--- src/sv/salc_pkg.sv ---
package salc_pkg;

  localparam int MAX_INDEX_BITS = 8;
  localparam int MAX_WAYS       = 8;
  localparam int NUM_SETS       = 1 << MAX_INDEX_BITS;
  localparam int SET_W          = MAX_INDEX_BITS;
  localparam int WAY_W          = $clog2(MAX_WAYS);
  localparam int RANK_W         = WAY_W;
  localparam int RANK_MAX       = MAX_WAYS - 1;
  localparam int ADDR_W         = 64;
  localparam int TAG_W          = 64;
  localparam int CNT_W          = 32;

  typedef enum logic [1:0] {
    OP_LOAD   = 2'd0,
    OP_STORE  = 2'd1,
    OP_MODIFY = 2'd2
  } op_t;

  typedef enum logic [1:0] {
    CFG_IDX_WIDTH = 2'd0,
    CFG_BLK_WIDTH = 2'd1,
    CFG_WAYS      = 2'd2
  } cfg_idx_t;

  typedef enum logic {
    S_IDLE,
    S_LOOKUP
  } state_t;

  typedef struct packed {
    logic [TAG_W-1:0]  tag;
    logic              valid;
    logic [RANK_W-1:0] rank;
  } line_t;

  typedef line_t [MAX_WAYS-1:0] row_t;

  typedef struct packed {
    logic hit;
    logic evict;
  } upd_res_t;

endpackage

--- src/sv/salc_update.sv ---
module salc_update import salc_pkg::*; (
  input  row_t             row_in,
  input  logic [TAG_W-1:0] tag,
  input  logic [WAY_W:0]   nw,
  output row_t             row_out,
  output upd_res_t         res
);

  logic [MAX_WAYS-1:0] in_use;
  logic [MAX_WAYS-1:0] match;
  logic [MAX_WAYS-1:0] free;
  logic [WAY_W-1:0]    hit_idx;
  logic [WAY_W-1:0]    free_idx;
  logic [WAY_W-1:0]    victim;
  logic [WAY_W-1:0]    target;
  logic                hit;
  logic                have_free;
  logic                evict;
  logic [RANK_W-1:0]   limit;

  always_comb begin
    for (int w = 0; w < MAX_WAYS; w++) begin
      in_use[w] = (WAY_W+1)'(w) < nw;
      match[w]  = in_use[w] && row_in[w].valid && (row_in[w].tag == tag);
      free[w]   = in_use[w] && !row_in[w].valid;
    end

    // lowest-numbered way wins
    hit_idx  = '0;
    free_idx = '0;
    for (int w = MAX_WAYS - 1; w >= 0; w--) begin
      if (match[w]) hit_idx = WAY_W'(w);
      if (free[w]) free_idx = WAY_W'(w);
    end

    // oldest way, ties to the lowest index
    victim = '0;
    for (int w = 1; w < MAX_WAYS; w++) begin
      if (in_use[w] && (row_in[w].rank > row_in[victim].rank)) victim = WAY_W'(w);
    end

    hit       = |match;
    have_free = !hit && (|free);
    evict     = !hit && !have_free;
    target    = hit ? hit_idx : (have_free ? free_idx : victim);
    limit     = row_in[target].rank;

    for (int w = 0; w < MAX_WAYS; w++) begin
      row_out[w] = row_in[w];
      if (WAY_W'(w) == target) begin
        row_out[w].rank = '0;
        if (!hit) begin
          row_out[w].tag   = tag;
          row_out[w].valid = 1'b1;
        end
      end else if (in_use[w] && row_in[w].valid &&
                   (have_free || (row_in[w].rank < limit)) &&
                   (row_in[w].rank < RANK_W'(RANK_MAX))) begin
        row_out[w].rank = row_in[w].rank + RANK_W'(1);
      end
    end

    res.hit   = hit;
    res.evict = evict;
  end

endmodule

--- config.mk ---
export PLATFORM = sky130hd
export DESIGN_NAME = salc_update
export DESIGN_NICKNAME = d
export VERILOG_FILES = /design/src/sv/salc_pkg.sv /design/src/sv/salc_update.sv
export SDC_FILE = /design/constraint.sdc
export NUM_CORES = 1
export LEC_CHECK = 0
export BUFFER_PORTS_ARGS = -buffer_cell sky130_fd_sc_hd__clkbuf_2
export CAP_MARGIN = 10
export CORE_AREA = 2 2 449 451
export DETAILED_ROUTE_END_ITERATION = 6
export DIE_AREA = 0 0 451 453
export PLACE_DENSITY = 0.34
export SLEW_MARGIN = 40
export SYNTH_ARGS = -nofsm -noshare
export SYNTH_HDL_FRONTEND = slang
export SYNTH_SLANG_ARGS = --single-unit
--- constraint.sdc ---
create_clock -name vclk -period 42.3
set_clock_uncertainty 0.05 [all_clocks]
set_input_delay 2.115 -clock vclk [all_inputs]
set_output_delay 2.115 -clock vclk [all_outputs]
set_load 0.01 [all_outputs]
; Word level (Yosys, flattened, before mapping)
; Cells that the tools add are included.
[totals]
register_bits = 0
in_bits = 612
out_inout_bits = 546
wordCells = 202
[op_classes]
add_sub_neg = 8
magnitude_cmp = 38
eq_ne = 15
muxes = 71
n_reduce_logical = 70
[op_table]
columns = cell, count
row1 = $bmux W68 S3, 7
row2 = $mux W65, 16
row3 = $eq A64 B64 Y1, 8
row4 = $mux W3, 47
row5 = $logic_and A1 B1 Y1, 49
row6 = $lt A3 B4 Y1 const B, 7
row7 = $add A3 B1 Y3 const B, 8
row8 = $lt A3 B3 Y1, 8
row9 = $lt A3 B3 Y1 const B, 8
row10 = $gt A3 B3 Y1, 7
row11 = $lt A3 B4 Y1 const A, 4
row12 = $reduce_or A8 Y1, 2
row13 = $eq A3 B3 Y1 const A, 4
row14 = $logic_not A1 Y1, 10
row15 = $logic_or A1 B1 Y1, 8
row16 = $lt A1 B4 Y1 const A, 2
row17 = $lt A2 B4 Y1 const A, 2
row18 = $eq A2 B3 Y1 const A, 2
row19 = $eq A1 B3 Y1 const A, 1
row20 = $logic_not A3 Y1, 1
row21 = $mux W1, 1

; Logic depth before layout (Yosys ltp)
[logic_depth]
ltp_word = 43
depth_mapped = 75

; Worst setup path after synthesis
; OpenSTA, ideal clock, no wires.
[synth_timing]
path_kind = input to output
from = input nw[3]
to = output row_out[69] (netlist bit)
t_arrival_ps = 14636
required_time_ps = 40135
setup_slack_ps = 25499
cell_stages = 70
n_path_buf = 7
path_cell_list = clkbuf_1 clkbuf_1 nor3_1 a31oi_1 o21a_1 nor2_1 a21oi_1 ha_1 nor2b_1 o21a_1 o21ai_1 nor2_1 a21o_1 ha_1 nor2b_1 o21a_1 o21a_1 clkbuf_1 [... 34 more ...] a31oi_1 o21ai_0 ha_1 o2111ai_1 nand3_1 o31a_1 or3_1 and2_1 clkbuf_1 a211oi_1 a211oi_1 a21oi_1 ha_1 or2_2 a21oi_1 a21oi_1 or2_2 a21oi_1
[synth_rtl]
columns = item, line
row1 = from (decl), salc_update.sv:4  ; input logic [WAY_W:0] nw,
row2 = to (decl), salc_update.sv:5  ; output row_t row_out,

==> flow_metrics.py <==
metrics = {
    "pwr": {
        "seqPwrFrac": 0,
        "peakVddDrop_uv": 9.922,
        "p_sw_frac": 0.6706,
        "powerDensity_mw_per_mm2": 23.40,
        "p_clk_frac": 0,
        "p_comb_frac": 1.000,
        "power.internal_mw": 0.2010,
        "p_switching_mw": 0.4092,
        "leakagePower_nw": 10.62,
    },
    "sta": {
        "relSlewSlack": 0.3092,
        "period_share": 0.4415,
        "setup_violations": 0,
        "max_freq_ghz": 0.05355,
        "tightest_slew_ns": 1.029,
        "whs_ns": 4.536,
        "period_needed_ns": 18.68,
        "final-max-slew-violation-count": 0,
        "final_hold_viol_count": 0,
        "setup_tns_ns": 0,
        "rsz0062_at_grt": "no",
    },
    "setup_path": {
        "slowest_delay_ns": 0.65,
        "cp_common_cell": "a21oi_1",
        "worstPathArrival_ns": 16.51,
        "critPathKind": "in -> out",
        "end_kind": "primary output",
        "start_kind": "input pin",
        "crit_fanout": 17,
        "cpMaxStageDelayCell": "nor2_1",
        "critical_path_required_ns": 40.13,
    },
    "floorplanning": {
        "ios": 1158,
        "die-height_um": 453,
        "core_region_area_mm2": 0.1992,
        "start_util": 0.08437,
        "rows": 164,
        "die_area_mm2": 0.2043,
        "die_x_um": 451,
    },
    "detailed_routing": {
        "routed_via_density": 4.140,
        "remaining_drc_errors": 0,
        "drtIter0Drc": 2573,
        "routed-via-count": 24353,
        "wl_um": 260400,
        "dr.pass1.iters": 7,
        "post_drt_wl_per_cell_um": 44.26,
        "drtAntennaViolNets": 0,
    },
    "global_routing": {
        "grt_pass1_vias": 23052,
        "grt_first_pass_wirelength_um": 309700,
        "grt_max_degree": 68,
        "antenna_found_initial": 96,
        "grt_usage": 0.2414,
        "grt_overflow_total": 0,
    },
    "cts": {
        "cts_setup_buffers": 0,
        "ctsHoldBuffers": 0,
        "ctsResizeCount": 0,
    },
    "layout": {
        "nClkBuffers": 0,
        "regArea_um2": 0,
        "final_common_cell": "clkbuf_2",
        "layout_common_cells": "clkbuf_2, mux2_2, xnor2_1",
        "drive_above_1_share": 0.5635,
        "final_nets": 3849,
        "syn2layout_area_growth_pct": 55.10,
        "nFlopsAndLatches": 0,
    },
    "yosys": {
        "seq_area_frac_synth": 0,
        "syn_avg_cell_area_um2": 7.793,
        "syn_inst": 2157,
        "ys_types": 85,
        "yosys_warnings": 0,
        "netlist_area_mm2": 0.01681,
        "yosys.area.top_type": "mux2_2",
        "synth.top_cell.area_share": 0.3215,
        "synth_fp_nets": 2806,
        "synth_area_leaders": "mux2_2, xnor2_1, xor2_1",
    },
    "hold_path": {
        "min_path_type": "in -> out",
    },
    "placement": {
        "hpwlAfterDp_um": 230300,
        "gp_congestion": 0.9159,
        "port-buffer-count": 1158,
    },
    "outcome": {
        "status": "completed",
    },
    "job": {
        "drv_cap": 0,
    },
}
==> metal layers <==
layer / track usage / part of all wire
met1: 0.3025 / 0.42
met2: 0.4078 / 0.47
met3: 0.06068 / 0.077
met4: 0.06318 / 0.030
met5: 0.007696 / 0.0014
==> cell type report <==
type                       count  area, µm²
tap                         2656       3323
inverter                      29      108.9
antenna                       29      72.57
fill                       23320     173200
timing repair buffer        1259       6608
multi-input combinational   1910      15960
==> critical path: cells and delay by family <==
kind,cells,cell delay (ns)
AOI/OAI and AO/OA,35,7.20
adders and majority gates,7,2.00
buffers and inverters,3,0.84
muxes,1,0.16
and+or+nand+nor,21,4.13
==> worst paths after layout <==
path	slack [ns]	from	endpoint	cells past startpoint
setup / recovery	23.62	nw[3]	row_out[68]	67
hold / removal	4.54	row_in[101]	row_out[101]	3
==> metrics by stage <==
step           cells    util  power (mW)  setup WS, ns  cell area [µm²]
2_1_floorplan   2157       -      0.2906         25.50            16810
3_3_place_gp    5852  0.1294      0.6077         23.48            25770
3_5_place_dp    5853  0.1300      0.6038         23.71            25900
4_1_cts         5853  0.1300      0.6067         23.66            25900
5_1_grt         5876  0.1308      0.6366         22.24            26050
6_report        5883  0.1309      0.6102         23.62            26070
==> power by group through the flow <==
| stage | registers [mW] | logic, mW | clock network (mW) |
|---|---|---|---|
| final | 0 | 0.610 | 0.0000000515 |
| after global routing | 0 | 0.637 | 0.0000000712 |
| after CTS | 0 | 0.607 | 0 |
| after detailed placement | 0 | 0.604 | 0 |
| after global placement | 0 | 0.608 | 0 |
| after floorplan | 0 | 0.291 | 0 |
==> cell families after synthesis <==
group	Yosys count	synth area share
buffers and inverters	247	0.06312
muxes	499	0.3332
AOI/OAI and AO/OA	236	0.09877
and+or+nand+nor	625	0.2098
xor gates and xnor gates	511	0.2662
adders and majority gates	39	0.02881
==> cell usage after synthesis (6+ instances only) <==
cell type	instances
clkbuf_1	113
mux2_2	480
buf_1	19
or2_2	6
nor2b_1	23
nand4b_1	21
a211oi_1	17
nand2_1	126
inv_1	29
o21ai_1	7
o21a_1	12
mux2i_1	16
nand2b_1	15
nor2_1	70
nor4_1	80
or3_1	13
o211ai_1	9
xor2_1	138
ha_1	37
o22ai_1	7
a21o_1	10
nor3_1	22
nand3_1	26
and2_1	9
or4_1	18
a31oi_1	11
buf_2	80
a21oi_1	46
o21ai_0	55
nand4_1	157
nor4b_1	9
xnor2_1	373
No activity file was read; power rests on OpenSTA's default activity.
